## src/rtl/ddc_edid_i2c_reader_assert.svh

```systemverilog
// Assertion helpers for the EDID reader.
`ifndef DDC_EDID_I2C_READER_ASSERT_SVH
`define DDC_EDID_I2C_READER_ASSERT_SVH

// Checked only outside reset.
`define DDC_ASSERT(lbl, prop, msg) \
  lbl: assert property (@(posedge clk_i) disable iff (!rst_ni) (prop)) else $error(msg);

// Checked at every edge, reset included.
`define DDC_ASSERT_ALWAYS(lbl, prop, msg) \
  lbl: assert property (@(posedge clk_i) (prop)) else $error(msg);

`endif

```

## src/rtl/ddc_pkg.sv

```systemverilog
package ddc_pkg;

  localparam int unsigned MAX_BYTES = 128;

  localparam logic [7:0] ADDR_WR   = 8'hA0;
  localparam logic [7:0] ADDR_RD   = 8'hA1;
  localparam logic [7:0] EDID_OFS  = 8'h00;
  localparam logic [7:0] HDR_OUTER = 8'h00;
  localparam logic [7:0] HDR_INNER = 8'hFF;
  localparam int unsigned HDR_LEN  = 8;

  localparam logic [15:0] HALF_PERIOD_RST = 16'd100;
  localparam logic [7:0]  BYTE_COUNT_RST  = 8'd128;

  localparam logic CFG_HALF_PERIOD = 1'b0;
  localparam logic CFG_BYTE_COUNT  = 1'b1;

  localparam logic [2:0] ST_NONE     = 3'd0;
  localparam logic [2:0] ST_OK       = 3'd1;
  localparam logic [2:0] ST_BUS_BUSY = 3'd2;
  localparam logic [2:0] ST_WADR_NAK = 3'd3;
  localparam logic [2:0] ST_OFS_NAK  = 3'd4;
  localparam logic [2:0] ST_RADR_NAK = 3'd5;
  localparam logic [2:0] ST_BAD_HDR  = 3'd6;

  typedef enum logic [16:0] {
    PH_IDLE    = 17'b0_0000_0000_0000_0001,
    PH_ST_END  = 17'b0_0000_0000_0000_0010,
    PH_W_LOW   = 17'b0_0000_0000_0000_0100,
    PH_W_HIGH  = 17'b0_0000_0000_0000_1000,
    PH_A_LOW   = 17'b0_0000_0000_0001_0000,
    PH_A_WAIT  = 17'b0_0000_0000_0010_0000,
    PH_A_OK    = 17'b0_0000_0000_0100_0000,
    PH_A_NAK   = 17'b0_0000_0000_1000_0000,
    PH_RS1     = 17'b0_0000_0001_0000_0000,
    PH_RS2     = 17'b0_0000_0010_0000_0000,
    PH_RS3     = 17'b0_0000_0100_0000_0000,
    PH_R_LOW   = 17'b0_0000_1000_0000_0000,
    PH_R_HIGH  = 17'b0_0001_0000_0000_0000,
    PH_RA_LOW  = 17'b0_0010_0000_0000_0000,
    PH_RA_WAIT = 17'b0_0100_0000_0000_0000,
    PH_SP1     = 17'b0_1000_0000_0000_0000,
    PH_SP2     = 17'b1_0000_0000_0000_0000
  } phase_e;

endpackage

```

## src/rtl/ddc_edid_i2c_reader.sv

```systemverilog
// Ticked I2C master reading a display EDID block. Every input beat is either one time
// tick with the sampled SDA/SCL levels (action 0) or a start command (action 1), and it
// yields exactly one output beat carrying the line drives after that beat, an optional
// received byte with its index, and a done flag with the final status. The block takes
// one input beat per clock while the output is not stalled, and its output beat appears
// in an output register in the cycle after acceptance; a new input is taken in the same
// cycle the previous result leaves. Bus timing is counted in input ticks (half_period_ticks
// per half SCL period), not clocks. Config is written via the always-ready cfg channel.
module ddc_edid_i2c_reader
  import ddc_pkg::*;
(
  input  logic        clk_i,
  input  logic        rst_ni,
  input  logic        in_valid_i,
  output logic        in_ready_o,
  input  logic        action_i,
  input  logic        sda_in_i,
  input  logic        scl_in_i,
  output logic        out_valid_o,
  input  logic        out_ready_i,
  output logic        scl_drive_o,
  output logic        sda_drive_o,
  output logic        byte_valid_o,
  output logic [7:0]  byte_value_o,
  output logic [6:0]  byte_index_o,
  output logic        done_res_o,
  output logic [2:0]  status_o,
  input  logic        cfg_valid_i,
  output logic        cfg_ready_o,
  input  logic        cfg_index_i,
  input  logic [15:0] cfg_data_i
);

  `include "ddc_edid_i2c_reader_assert.svh"

  logic [15:0] half_q;
  logic [7:0]  count_q;

  phase_e      phase_q, phase_d;
  logic [15:0] tick_q, tick_d;
  logic [3:0]  bit_q, bit_d;
  logic [7:0]  shift_q, shift_d;
  logic [7:0]  byte_cnt_q, byte_cnt_d;
  logic        hdr_good_q, hdr_good_d;
  logic        scl_q, scl_d;
  logic        sda_q, sda_d;

  logic        out_valid_q;
  logic        bvalid_q, bvalid_d;
  logic [7:0]  bvalue_q, bvalue_d;
  logic [6:0]  bindex_q, bindex_d;
  logic        done_q, done_d;
  logic [2:0]  status_q, status_d;

  logic        in_fire;
  logic [7:0]  eff_count;
  logic [15:0] hp;
  logic [15:0] tick_inc;
  logic [3:0]  bit_inc;
  logic [7:0]  byte_inc;
  logic [7:0]  shift_in;
  logic [7:0]  want;

  assign in_ready_o  = !out_valid_q || out_ready_i;
  assign in_fire     = in_valid_i && in_ready_o;
  assign cfg_ready_o = 1'b1;

  assign eff_count = (count_q < 8'(MAX_BYTES)) ? count_q : 8'(MAX_BYTES);
  assign hp        = (half_q == '0) ? 16'd1 : half_q;
  assign tick_inc  = tick_q + 16'd1;
  assign bit_inc   = bit_q + 4'd1;
  assign byte_inc  = byte_cnt_q + 8'd1;
  assign shift_in  = {shift_q[6:0], sda_in_i};
  assign want      = (byte_cnt_q == 8'd0 || byte_cnt_q == 8'(HDR_LEN - 1)) ? HDR_OUTER
                                                                          : HDR_INNER;

  always_comb begin
    phase_d    = phase_q;
    tick_d     = tick_q;
    bit_d      = bit_q;
    shift_d    = shift_q;
    byte_cnt_d = byte_cnt_q;
    hdr_good_d = hdr_good_q;
    scl_d      = scl_q;
    sda_d      = sda_q;
    bvalid_d   = 1'b0;
    bvalue_d   = '0;
    bindex_d   = '0;
    done_d     = 1'b0;
    status_d   = ST_NONE;

    if (action_i) begin
      if (phase_q == PH_IDLE) begin
        if (!sda_in_i || !scl_in_i) begin
          done_d   = 1'b1;
          status_d = ST_BUS_BUSY;
        end else begin
          hdr_good_d = 1'b1;
          byte_cnt_d = '0;
          bit_d      = '0;
          tick_d     = '0;
          sda_d      = 1'b0;
          shift_d    = ADDR_WR;
          phase_d    = PH_ST_END;
        end
      end
    end else if (phase_q != PH_IDLE) begin
      tick_d = tick_inc;
      if (tick_inc >= hp) begin
        tick_d = '0;
        unique case (phase_q)
          PH_ST_END: begin
            bit_d   = '0;
            scl_d   = 1'b0;
            sda_d   = shift_q[7];
            phase_d = PH_W_LOW;
          end
          PH_W_LOW: begin
            scl_d   = 1'b1;
            phase_d = PH_W_HIGH;
          end
          PH_W_HIGH: begin
            bit_d = bit_inc;
            scl_d = 1'b0;
            if (bit_inc < 4'd8) begin
              sda_d   = shift_q[3'd7 - bit_inc[2:0]];
              phase_d = PH_W_LOW;
            end else begin
              sda_d   = 1'b1;
              phase_d = PH_A_LOW;
            end
          end
          PH_A_LOW: begin
            scl_d   = 1'b1;
            phase_d = PH_A_WAIT;
          end
          PH_A_WAIT: begin
            if (scl_in_i) phase_d = sda_in_i ? PH_A_NAK : PH_A_OK;
          end
          PH_A_NAK: begin
            if (shift_q == EDID_OFS) begin
              done_d   = 1'b1;
              status_d = ST_OFS_NAK;
              phase_d  = PH_IDLE;
            end else begin
              scl_d   = 1'b0;
              sda_d   = 1'b0;
              bit_d   = {1'b0, (shift_q == ADDR_WR) ? ST_WADR_NAK : ST_RADR_NAK};
              phase_d = PH_SP1;
            end
          end
          PH_A_OK: begin
            if (shift_q == ADDR_WR) begin
              shift_d = EDID_OFS;
              bit_d   = '0;
              scl_d   = 1'b0;
              sda_d   = EDID_OFS[7];
              phase_d = PH_W_LOW;
            end else if (shift_q == EDID_OFS) begin
              scl_d   = 1'b0;
              phase_d = PH_RS1;
            end else if (eff_count == '0) begin
              scl_d   = 1'b0;
              sda_d   = 1'b0;
              bit_d   = {1'b0, ST_OK};
              phase_d = PH_SP1;
            end else begin
              scl_d   = 1'b0;
              sda_d   = 1'b1;
              shift_d = '0;
              bit_d   = '0;
              phase_d = PH_R_LOW;
            end
          end
          PH_RS1: begin
            sda_d   = 1'b1;
            phase_d = PH_RS2;
          end
          PH_RS2: begin
            scl_d   = 1'b1;
            phase_d = PH_RS3;
          end
          PH_RS3: begin
            if (!sda_in_i || !scl_in_i) begin
              done_d   = 1'b1;
              status_d = ST_BUS_BUSY;
              phase_d  = PH_IDLE;
            end else begin
              sda_d   = 1'b0;
              shift_d = ADDR_RD;
              phase_d = PH_ST_END;
            end
          end
          PH_R_LOW: begin
            scl_d   = 1'b1;
            phase_d = PH_R_HIGH;
          end
          PH_R_HIGH: begin
            shift_d = shift_in;
            bit_d   = bit_inc;
            scl_d   = 1'b0;
            if (bit_inc < 4'd8) begin
              phase_d = PH_R_LOW;
            end else begin
              sda_d   = ({1'b0, byte_cnt_q} + 9'd1 < {1'b0, eff_count}) ? 1'b0 : 1'b1;
              phase_d = PH_RA_LOW;
            end
          end
          PH_RA_LOW: begin
            scl_d   = 1'b1;
            phase_d = PH_RA_WAIT;
          end
          PH_RA_WAIT: begin
            if (scl_in_i) begin
              bvalid_d = 1'b1;
              bvalue_d = shift_q;
              bindex_d = byte_cnt_q[6:0];
              if (byte_cnt_q < 8'(HDR_LEN) && shift_q != want) hdr_good_d = 1'b0;
              byte_cnt_d = byte_inc;
              scl_d      = 1'b0;
              if (byte_inc < eff_count) begin
                sda_d   = 1'b1;
                shift_d = '0;
                bit_d   = '0;
                phase_d = PH_R_LOW;
              end else begin
                sda_d   = 1'b0;
                bit_d   = {1'b0, ST_OK};
                phase_d = PH_SP1;
              end
            end
          end
          PH_SP1: begin
            scl_d   = 1'b1;
            phase_d = PH_SP2;
          end
          PH_SP2: begin
            sda_d   = 1'b1;
            done_d  = 1'b1;
            phase_d = PH_IDLE;
            if (bit_q == {1'b0, ST_OK}) begin
              status_d = (hdr_good_q && byte_cnt_q >= 8'(HDR_LEN)) ? ST_OK : ST_BAD_HDR;
            end else begin
              status_d = bit_q[2:0];
            end
          end
          default: phase_d = PH_IDLE;
        endcase
      end
    end
  end

  always_ff @(posedge clk_i or negedge rst_ni) begin
    if (!rst_ni) begin
      half_q  <= HALF_PERIOD_RST;
      count_q <= BYTE_COUNT_RST;
    end else if (cfg_valid_i && cfg_ready_o) begin
      unique case (cfg_index_i)
        CFG_HALF_PERIOD: half_q  <= cfg_data_i;
        CFG_BYTE_COUNT:  count_q <= cfg_data_i[7:0];
        default: ;
      endcase
    end
  end

  always_ff @(posedge clk_i or negedge rst_ni) begin
    if (!rst_ni) begin
      phase_q    <= PH_IDLE;
      tick_q     <= '0;
      bit_q      <= '0;
      shift_q    <= '0;
      byte_cnt_q <= '0;
      hdr_good_q <= 1'b1;
      scl_q      <= 1'b1;
      sda_q      <= 1'b1;
    end else if (in_fire) begin
      phase_q    <= phase_d;
      tick_q     <= tick_d;
      bit_q      <= bit_d;
      shift_q    <= shift_d;
      byte_cnt_q <= byte_cnt_d;
      hdr_good_q <= hdr_good_d;
      scl_q      <= scl_d;
      sda_q      <= sda_d;
    end
  end

  always_ff @(posedge clk_i or negedge rst_ni) begin
    if (!rst_ni) begin
      out_valid_q <= 1'b0;
    end else if (in_ready_o) begin
      out_valid_q <= in_valid_i;
    end
  end

  always_ff @(posedge clk_i) begin
    if (in_fire) begin
      bvalid_q <= bvalid_d;
      bvalue_q <= bvalue_d;
      bindex_q <= bindex_d;
      done_q   <= done_d;
      status_q <= status_d;
    end
  end

  assign out_valid_o  = out_valid_q;
  assign scl_drive_o  = scl_q;
  assign sda_drive_o  = sda_q;
  assign byte_valid_o = bvalid_q;
  assign byte_value_o = bvalue_q;
  assign byte_index_o = bindex_q;
  assign done_res_o   = done_q;
  assign status_o     = status_q;

  `DDC_ASSERT(a_done_status, out_valid_q |-> ((status_q != ST_NONE) == done_q), "status without done")
  `DDC_ASSERT(a_byte_not_done, out_valid_q && bvalid_q |-> !done_q, "byte and done in one beat")
  `DDC_ASSERT(a_done_idle, in_fire |=> (!done_q || phase_q == PH_IDLE), "done while not idle")
  `DDC_ASSERT(a_bit_range, bit_q <= 4'd8, "bit counter out of range")

endmodule
```

## config.mk

```make
export PLATFORM = sky130hd
export DESIGN_NAME = ddc_edid_i2c_reader
export DESIGN_NICKNAME = d
export VERILOG_FILES = /design/src/rtl/ddc_pkg.sv /design/src/rtl/ddc_edid_i2c_reader.sv
export VERILOG_INCLUDE_DIRS = /design/src /design/src/rtl
export SDC_FILE = /design/constraint.sdc
export NUM_CORES = 1
export LEC_CHECK = 0
export BUFFER_PORTS_ARGS = -buffer_cell sky130_fd_sc_hd__buf_4
export CAP_MARGIN = 20
export CORE_UTILIZATION = 45
export CTS_CLUSTER_SIZE = 16
export DETAILED_ROUTE_END_ITERATION = 16
export PLACE_DENSITY = 0.61
export SYNTH_ARGS = -nofsm -noshare
export SYNTH_HDL_FRONTEND = slang
export SYNTH_SLANG_ARGS = --single-unit
```

## constraint.sdc

```tcl
create_clock -name clk_i -period 5.8 [get_ports clk_i]
set_input_delay 1.16 -clock clk_i [delete_from_list [all_inputs] [get_ports clk_i]]
set_output_delay 1.16 -clock clk_i [all_outputs]
set_load 0.005 [all_outputs]
```

==> out/qor.csv, run 1 <==
stage;metric;value;unit
clock_network;htree_num_levels;3;
worst_setup_path;arrival;4840;ps
pwr;p_int;1.40;mW
final_layout;finalInstanceArea;0.00691;sq mm
synth;syn-cell-area;0.00614;sq mm
placement;place.port_buffers;48;
timing;fin_skew;10.5;ps
synth;synthArstFlopShare;80.2;%
worst_setup_path;cp_slowest_stage_delay;750;ps
synth;yosysSeqAreaShare;43.0;%
hold_path;hold_class;reg2reg;
drt;firstDrtPassIters;5;
worst_setup_path;crit_path_end_kind;flip-flop;
clock_network;cts_resized;0;
drt;wl_per_cell;16.8;um
worst_setup_path;rr_endpoint;byte_cnt_q[0];
drt;vias_per_cell;5.68;
timing;fin_crit;4590;ps
synth;netlist_instances;638;
pwr;pwr-share-comb;29.8;%
floorplanning;row_count;42;
timing;slew_headroom;24.5;%
synth;synth_edf_count;20;
global_route;grt_pass1_vias;4821;
worst_setup_path;r2r-start;tick_q[2];
timing;worstMarginPinSlew;1120;ps
hold_path;hp-start;scl_drive_o;
synth;synth.distinct_cells;74;
worst_setup_path;crit_buf_inv;0;
hold_path;hold_end;scl_drive_o;
timing;rsz0062_at_grt;no;
placement;routabilityCongestion;0.895;
worst_setup_path;cp_max_fo;18;
placement;placed_area;0.00663;sq mm
floorplanning;start_util;46.2;%
floorplanning;die_height;119;um
drt;drc;0;
global_route;grt_overflow_total;0;
global_route;grt_usage;21.9;%
timing;max_freq;0.218;GHz
worst_setup_path;ff2ff_path_depth;13;
drt;wirelength;14400;um
drt;route.vias.total;4877;
clock_network;clkSlewWorstSetupHoldPaths;70;ps
pwr;swShare;35.9;%
global_route;antenna_found_initial;0;
worst_setup_path;cpMaxStageDelayCell;nor4b_1;
hold_path;holdPathStages;2;
clock_network;cts_setup_buffers;0;
pwr;finalPower;2.18;mW
floorplanning;dieArea;0.0141;sq mm
drt;ant_nets;0;
synth;syn_nets;691;
global_route;grt_max_degree;54;
pwr;p_per_area;315;mW/mm^2
clock_network;clock_path_buffers;2;
final_layout;drive_above_1_share;16.8;%
floorplanning;ios;50;
clock_network;cts_root_buffer;clkbuf_16;
placement;placedCellCount;843;
final_layout;area_growth;12.6;%
worst_setup_path;crit_required;6050;ps
timing;hold_viol_final;0;
final_layout;mostFrequentLayoutCell;nand2_1;
pwr;seq_power_share;43.2;%
status;status;finished, final reports clean;
final_layout;diodes;0;
final_layout;final_cells;859;
drt;drt-initial-drc-count;272;
clock_network;clock-sinks;101;
final_layout;multi_input_area;0.00325;sq mm
timing;min_period_over_period;79.1;%
timing;setup_violations;0;
global_route;grt_pass1_wl;24200;um
floorplanning;coreArea;0.0133;sq mm
worst_setup_path;crit_path_cell_trace;nand3_1 > nor4b_1 > and4_1 > and3_1 > xor2_1 > ha_1 > nand4_1 > nor2_1 > o2111ai_1 > o211ai_2 > o21ai_0 > nor2_4 > mux2_2;
pwr;p_leak;2.97;nW
final_layout;fill_cells;1207;
clock_network;numCtsBuffers;9;
timing;final_max_slew_viol_count;0;
worst_setup_path;crit_family;simple AND/OR/NAND/NOR gates;
synth;yosys_warnings;0;
timing;setup_tns;0;ps
worst_setup_path;crit_type;reg2reg;
floorplanning;die_x;119;um
clock_network;cts_tree;done;
worst_setup_path;reg2reg_slack;1210;ps
pwr;peakVddDrop;0.000155;V
synth;syn_area_per_cell;9.62;sq um
synth;synth_ff_type;dfrtp_1;
final_layout;regArea;0.00264;sq mm
pwr;clockPowerShare;27.0;%
clock_network;hold_buffers;0;
final_layout;nets;731;
flow_run;cap_violations;0;
worst_setup_path;crit_path_start_kind;flip-flop;
final_layout;final_cell_mix;nand2_1, dfrtp_1, o21ai_0, buf_4, inv_1;
synth;synth-seq-cells;101;
pwr;switchingPower;0.781;mW
clock_network;clk_latency;360;ps
placement;dp_hpwl;10800;um
worst max-delay path by stage:
stage | start | to | depth (start not counted)
global route | tick_q[2] | byte_cnt_q[0] | 13
global placement | tick_q[2] | byte_cnt_q[0] | 13
CTS | tick_q[2] | byte_cnt_q[0] | 13
finish | tick_q[2] | byte_cnt_q[0] | 13
detailed placement | tick_q[2] | byte_cnt_q[0] | 13
floorplan | tick_q[0] | byte_index_o[5] | 17
synthesized netlist by cell type (4+ instances only):
master / count / area share (%)
nand2_1: 85 / 5.2
dfrtp_1: 73 / 30
o21ai_0: 58 / 4.7
inv_1: 40 / 2.4
nor2_1: 39 / 2.4
ha_1: 28 / 5.7
and2_1: 22 / 2.2
edfxtp_1: 20 / 9.8
nand3_1: 20 / 1.6
mux2_2: 16 / 2.9
nand2b_1: 16 / 1.6
a21oi_1: 15 / 1.2
nor4_1: 15 / 1.5
xnor2_1: 15 / 2.1
nor3_1: 14 / 1.1
clkbuf_1: 12 / 0.73
and3_1: 10 / 1.0
xor2_1: 9 / 1.3
dfstp_2: 8 / 3.4
mux2i_1: 8 / 1.3
o31ai_1: 8 / 0.98
nand4_1: 7 / 0.71
o41ai_2: 6 / 1.6
a211oi_1: 5 / 0.61
a32o_1: 5 / 0.82
buf_2: 5 / 0.41
a21o_1: 4 / 0.49
nand3b_1: 4 / 0.49
nor4b_1: 4 / 0.57
worst register-to-register path, stage by stage (launching register included):
cell	delay [ps]
dfrtp_1	430
nand3_1	190
nor4b_1	750
and4_1	360
and3_1	200
xor2_1	70
ha_1	300
nand4_1	140
nor2_1	130
o2111ai_1	160
o211ai_2	660
o21ai_0	370
nor2_4	350
mux2_2	370
routing by layer:
metal | up-vias | global-route usage [%] | part of all wire [%]
li1 | 2370 | - | -
met1 | 2367 | 28.5 | 46
met3 | 19 | 3.91 | 4.1
met5 | - | 0 | 0
met2 | 121 | 36.3 | 48
met4 | 0 | 7.99 | 1.8
logic make-up (layout without fill, tap and decap cells):
kind of cell    Yosys count  in the layout  share of synthesized area [%]
mux                      29             29                           5.52
buf+inv                  61            106                           4.14
flops                   101            101                           43.0
fa+ha+maj                28             28                           5.71
compound gates          126            126                           14.3
xor+xnor                 24             24                           3.42
other cells               1              1                         0.0611
simple gates            268            268                           23.9
registers in the layout (all words and copies together), names as in the netlist:
signal,cells
status_o,3
bit_q,4
done_res_o,1
shift_q,8
phase_q,17
count_q,8
sda_drive_o,1
byte_value_o,8
byte_index_o,7
tick_q,16
scl_drive_o,1
out_valid_o,1
byte_cnt_q,8
hdr_good_q,1
half_q,16
byte_valid_o,1
per-stage QoR:
step	hold slack (ps)	worst slack (ps)	util, %
2_1_floorplan	482	1940	-
3_3_place_gp	496	1330	49.9
3_5_place_dp	506	1220	49.9
4_1_cts	516	1200	52.0
5_1_grt	528	707	52.0
6_report	516	1210	52.0
layout make-up:
type / instances / area share [%]
flip-flops and latches: 101 / 38.2
clock inverters: 7 / 0.814
well taps: 176 / 3.19
clock buffers: 9 / 3.26
inverters: 40 / 2.17
multi-input cells: 476 / 47.0
repair buffers: 50 / 5.43
power by group through the flow:
stage / combinational [mW] / sequential, mW / clock [mW]
after floorplan: 0.484 / 0.912 / 0
after global routing: 0.731 / 0.955 / 0.631
after global placement: 0.628 / 0.946 / 0
after detailed placement: 0.648 / 0.950 / 0
final: 0.650 / 0.940 / 0.588
after CTS: 0.652 / 0.937 / 0.604
No activity file was read; power rests on OpenSTA's default activity.
==> run 2, diff against run 1 <==
clock period = 4.28 ns   (was 5.8 ns; I/O delays follow)
==> out/qor.csv, run 2 (synthesized netlist as in run 1, its figures left out) <==
stage;metric;value;unit;change
worst_setup_path;reg2reg_slack;370;ps;-840 ps
worst_setup_path;crit_family;simple AND/OR/NAND/NOR gates;;
drt;firstDrtPassIters;5;;unchanged
final_layout;area_growth;14.3;%;
worst_setup_path;arrival;4150;ps;-690 ps
clock_network;cts_tree;done;;
worst_setup_path;crit_type;reg2reg;;
placement;placed_area;0.00668;sq mm;+0.79%
placement;place.port_buffers;48;;unchanged
floorplanning;ios;50;;unchanged
final_layout;fin_util;52.8;%;+0.77 points
floorplanning;row_count;42;;unchanged
final_layout;largest_reg_flops;17;;unchanged
worst_setup_path;ff2ff_path_depth;16;;+3
worst_setup_path;crit_required;4520;ps;-1530 ps
timing;whs;512;ps;-4.09 ps
floorplanning;die_x;119;um;unchanged
worst_setup_path;crit_path_cell_trace;ha_1 > nand2_1 > nor2_1 > and3_1 > and3_1 > and3_1 > xnor2_1 > inv_1 > ha_1 > nand4_1 > nor2_1 > o2111ai_1 > o211ai_2 > o21ai_0 > nor2_4 > mux2_2;;
final_layout;reg_top3;phase_q x17, half_q x16, tick_q x16;;
hold_path;hold_class;reg2reg;;
worst_setup_path;cp_max_fo;6;;-12
placement;pre_cts_ws;-86.9;ps;-1310 ps
final_layout;diodes;0;;unchanged
worst_setup_path;cpMostUsedCell;and3_1;;
drt;wirelength;14500;um;+0.46%
clock_network;clock-sinks;101;;unchanged
pwr;p_leak;3.03;nW;+2.0%
clock_network;htree_num_levels;3;;unchanged
final_layout;fill_cells;1190;;-1.4%
hold_path;hold_end;scl_drive_o;;
drt;drc;0;;unchanged
clock_network;cts_root_buffer;clkbuf_16;;
floorplanning;coreArea;0.0133;sq mm;unchanged
floorplanning;start_util;46.2;%;unchanged
timing;max_freq;0.256;GHz;+17%
timing;worstMarginPinSlew;952;ps;-164 ps
timing;hold_viol_final;0;;unchanged
timing;slew_headroom;35.9;%;+11 points
final_layout;nets;739;;+1.1%
drt;vias_per_cell;5.70;;+0.42%
timing;final_max_slew_viol_count;0;;unchanged
floorplanning;dieArea;0.0141;sq mm;unchanged
global_route;grt_pass1_vias;4772;;-1.0%
global_route;grt_usage;21.8;%;-0.12 points
placement;routabilityCongestion;0.908;;+1.5%
hold_path;holdPathStages;2;;unchanged
global_route;grt_max_degree;60;;+11%
worst_setup_path;crit_path_start_kind;flip-flop;;
clock_network;clk_latency;360;ps;about the same
pwr;finalPower;2.98;mW;+37%
timing;setup_violations;0;;unchanged
global_route;antenna_found_initial;0;;unchanged
status;status;finished, final reports clean;;
clock_network;clkSlewWorstSetupHoldPaths;70;ps;about the same
pwr;peakVddDrop;0.000190;V;+23%
clock_network;numCtsBuffers;9;;unchanged
worst_setup_path;crit_path_end_kind;flip-flop;;
global_route;grt_pass1_wl;24200;um;+0.23%
final_layout;final_cell_mix;nand2_1, dfrtp_1, o21ai_0, buf_4, inv_1;;
hold_path;hp-start;scl_drive_o;;
worst_setup_path;crit_buf_inv;1;;+1
timing;setup_slack;372;ps;-839 ps
drt;ant_nets;0;;unchanged
final_layout;drive_above_1_share;18.2;%;+1.4 points
worst_setup_path;cp_slowest_stage_delay;440;ps;-310 ps
final_layout;regMostFlops;phase_q;;
final_layout;finalInstanceArea;0.00702;sq mm;+1.5%
floorplanning;die_height;119;um;unchanged
flow_run;cap_violations;0;;unchanged
placement;dp_hpwl;10700;um;-0.61%
timing;fin_skew;5.60;ps;-4.88 ps
drt;route.vias.total;4943;;+1.4%
worst_setup_path;rr_endpoint;byte_cnt_q[0];;
global_route;grt_overflow_total;0;;unchanged
drt;wl_per_cell;16.7;um;-0.47%
drt;drt-initial-drc-count;368;;+35%
final_layout;mostFrequentLayoutCell;nand2_1;;
timing;rsz0062_at_grt;no;;
worst_setup_path;cpMaxStageDelayCell;dfrtp_1;;
timing;fin_crit;3910;ps;-681 ps
worst_setup_path;r2r-start;tick_q[0];;
clock_network;hold_buffers;0;;unchanged
clock_network;clock_path_buffers;2;;unchanged
timing;min_period_over_period;91.3;%;+12 points
pwr;p_per_area;424;mW/mm^2;+35%
==> run 2: routing by layer <==
layer	vias to the layer above	global-route usage [%]	wire [um]
li1	2378	-	-
met1	2405	28.2	6530
met2	142	36.3	7110
met3	18	3.23	602
met4	0	9.10	242
met5	-	0	0
==> run 2: final cells by class <==
cell class              instances  area [sq um]  area share, %
well taps                     176           220           3.14
clock buffers                   9           225           3.21
flip-flops and latches        101          2640           37.6
multi-input cells             476          3270           46.6
inverters                      40           150           2.14
clock inverters                 7          65.1          0.927
repair buffers                 58           448           6.38
==> run 2: report_power, final <==
group	switching [mW]	leakage (nW)	internal, mW	total, mW
clock	0.399	0.140	0.409	0.809
sequential	0.152	1.24	1.12	1.27
combinational	0.510	1.65	0.390	0.900
total	1.06	3.03	1.92	2.98
==> run 2: stage by stage <==
step	std cells	setup TNS, ps
2_1_floorplan	638	0
4_1_cts	866	0
5_1_grt	867	0
3_5_place_dp	850	-636
6_report	867	0
3_3_place_gp	850	0
==> run 2: worst min-delay path, cell delays in order (launching register included) <==
cell and delay [ps]:
dfstp_2 370, o21ai_0 50, o21ai_0 80
==> run 2: worst max path at each step <==
| stage | cells past startpoint | to | start |
|---|---|---|---|
| after floorplan | 17 | byte_index_o[5] | tick_q[0] |
| after global placement | 16 | shift_q[7] | tick_q[0] |
| after detailed placement | 16 | shift_q[7] | tick_q[0] |
| after CTS | 16 | shift_q[7] | tick_q[0] |
| after global routing | 16 | byte_cnt_q[0] | tick_q[0] |
| final | 16 | byte_cnt_q[0] | tick_q[0] |
==> run 2: what timing repair did <==
action                                  4_1_cts  5_1_grt
resized for setup                             1        4
endpoints found under the setup margin       19       65
buffers inserted                              0        1
pin swaps                                     0        1
==> run 3, diff against run 2 <==
MAX_ROUTING_LAYER = met4   (was not set)
==> out/qor.csv, run 3 (synthesized netlist as in run 1, its figures left out) <==
stage;metric;value;unit;change
global_route;grtUsageMet3;4.58;%;+1.4 points
worst_setup_path;cpMostUsedCell;and3_1;;
clock_network;htree_num_levels;3;;unchanged
final_layout;fin_util;52.8;%;about the same
pwr;p_int;1.97;mW;+2.6%
worst_setup_path;crit_path_end_kind;flip-flop;;
worst_setup_path;crit_path_start_kind;flip-flop;;
worst_setup_path;cpMaxStageDelayCell;dfrtp_1;;
timing;final_max_slew_viol_count;0;;unchanged
global_route;use_met1;28.3;%;+0.11 points
drt;ant_nets;0;;unchanged
timing;min_period_over_period;89.9;%;-1.4 points
pwr;finalPower;3.00;mW;+0.78%
floorplanning;die_x;119;um;unchanged
clock_network;clkSlewWorstSetupHoldPaths;70;ps;about the same
timing;whs;507;ps;-4.47 ps
global_route;met2_usage;35.5;%;-0.77 points
final_layout;area_growth;14.3;%;about the same
global_route;grt_overflow_total;0;;unchanged
worst_setup_path;crit_buf_inv;1;;unchanged
placement;place.port_buffers;48;;unchanged
clock_network;cts_root_buffer;clkbuf_16;;
clock_network;cts_tree;done;;
pwr;clockPowerShare;27.6;%;+0.4 points
drt;drt-initial-drc-count;331;;-10%
drt;vias_per_cell;5.72;;+0.35%
placement;placed_area;0.00668;sq mm;unchanged
floorplanning;die_height;119;um;unchanged
timing;rsz0062_at_grt;no;;
floorplanning;start_util;46.2;%;unchanged
clock_network;numCtsBuffers;9;;unchanged
final_layout;reg_top3;phase_q x17, half_q x16, tick_q x16;;
global_route;grt_pass1_wl;24200;um;-0.20%
global_route;grt_pass1_vias;4801;;+0.61%
pwr;switchingPower;1.03;mW;-2.5%
global_route;grt_usage;22.4;%;+0.66 points
worst_setup_path;cp_max_fo;8;;+2
final_layout;regMostFlops;phase_q;;
worst_setup_path;cp-startpoint;tick_q[0];;
clock_network;clk_latency;360;ps;about the same
timing;fin_skew;13.7;ps;+8.07 ps
drt;firstDrtPassIters;6;;+1
floorplanning;dieArea;0.0141;sq mm;unchanged
clock_network;clock_path_buffers;2;;unchanged
pwr;p_leak;3.03;nW;about the same
worst_setup_path;crit_type;reg2reg;;
drt;wirelength;14400;um;-0.30%
clock_network;hold_buffers;0;;unchanged
global_route;antenna_found_initial;1;;+1
worst_setup_path;r2r-start;tick_q[0];;
status;status;finished, final reports clean;;
global_route;busiest_layer;met2;;
worst_setup_path;cp_slowest_stage_delay;440;ps;about the same
timing;max_freq;0.260;GHz;+1.6%
final_layout;final_cell_mix;nand2_1, dfrtp_1, o21ai_0, buf_4, inv_1;;
placement;dp_hpwl;10700;um;-0.30%
drt;wl_per_cell;16.6;um;-0.42%
floorplanning;ios;50;;unchanged
hold_path;hp-start;scl_drive_o;;
final_layout;finalInstanceArea;0.00702;sq mm;about the same
final_layout;drive_above_1_share;17.9;%;-0.29 points
floorplanning;coreArea;0.0133;sq mm;unchanged
hold_path;hold_class;reg2reg;;
pwr;peakVddDrop;0.000255;V;+35%
floorplanning;row_count;42;;unchanged
timing;hold_viol_final;0;;unchanged
final_layout;nets;739;;unchanged
flow_run;cap_violations;0;;unchanged
pwr;pwr-share-comb;30.2;%;about the same
placement;routabilityCongestion;0.913;;+0.56%
drt;drc;0;;unchanged
global_route;grt_max_degree;60;;unchanged
final_layout;largest_reg_flops;17;;unchanged
timing;fin_crit;3850;ps;-62.0 ps
pwr;p_per_area;427;mW/mm^2;+0.71%
timing;slew_headroom;35.5;%;-0.40 points
timing;setup_violations;0;;unchanged
timing;worstMarginPinSlew;958;ps;+5.99 ps
clock_network;clock-sinks;101;;unchanged
worst_setup_path;crit_family;simple AND/OR/NAND/NOR gates;;
pwr;seq_power_share;42.2;%;-0.4 points
drt;route.vias.total;4966;;+0.47%
worst_setup_path;crit_path_cell_trace;ha_1 > nand2_1 > nor2_1 > and3_1 > and3_1 > and3_1 > xnor2_1 > inv_1 > ha_1 > o21ai_0 > nor2_1 > a2111oi_4 > o21ai_2 > nand3b_1 > a21o_1 > mux2_1;;
worst_setup_path;arrival;4090;ps;-60 ps
final_layout;mostFrequentLayoutCell;nand2_1;;
pwr;swShare;34.5;%;-1.2 points
worst_setup_path;crit_required;4530;ps;about the same
-- run 3: final timing paths --
kind / to / slack, ps / depth (start not counted)
worst max register to register: shift_q[7] / 430 / 16
worst min register to register: scl_drive_o / 510 / 2
min in group asynchronous: phase_q[3] / 570 / 1
worst max-delay path: shift_q[7] / 430 / 16
worst min-delay path: scl_drive_o / 510 / 2
max in group asynchronous: tick_q[10] / 2900 / 2
-- run 3: cell type report --
cell class	count	area [sq um]
fill	1247	6270
multi-input combinational	476	3270
sequential	101	2640
timing repair buffer	58	448
clock buffer	11	233
tap	176	220
inverter	40	150
clock inverter	5	60.1
antenna	1	2.50
-- run 3: timing repair --
| item | 4_1_cts | 5_1_grt |
|---|---|---|
| pin swaps | 0 | 1 |
| resized for setup | 1 | 4 |
| buffers inserted | 0 | 1 |
| setup endpoints to repair | 3 | 65 |
-- run 3: tightest hold or removal path: stages, from the launching register on --
cell	delay, ps
dfstp_2	370
o21ai_0	50
o21ai_0	80
-- run 3: routing by layer --
| layer | routed length (um) | share of wire (%) |
|---|---|---|
| met1 | 6700 | 46 |
| met2 | 6840 | 47 |
| met3 | 544 | 3.8 |
| met4 | 359 | 2.5 |
| met5 | 0 | 0 |
-- run 3: per-stage QoR --
| step | TNS [ps] | setup slack [ps] | std cells |
|---|---|---|---|
| global placement | 0 | 103 | 850 |
| finish | 0 | 434 | 868 |
| global route | 0 | 48.1 | 868 |
| detailed placement | -59.0 | -30.7 | 850 |
| floorplan | 0 | 416 | 638 |
| CTS | 0 | 68.7 | 866 |
-- run 3: power by group through the flow --
stage	clock network, mW	logic, mW	registers, mW
floorplan	0	0.656	1.24
global route	0.872	1.01	1.29
global placement	0	0.869	1.28
finish	0.828	0.906	1.27
CTS	0.845	0.906	1.27
detailed placement	0	0.900	1.28
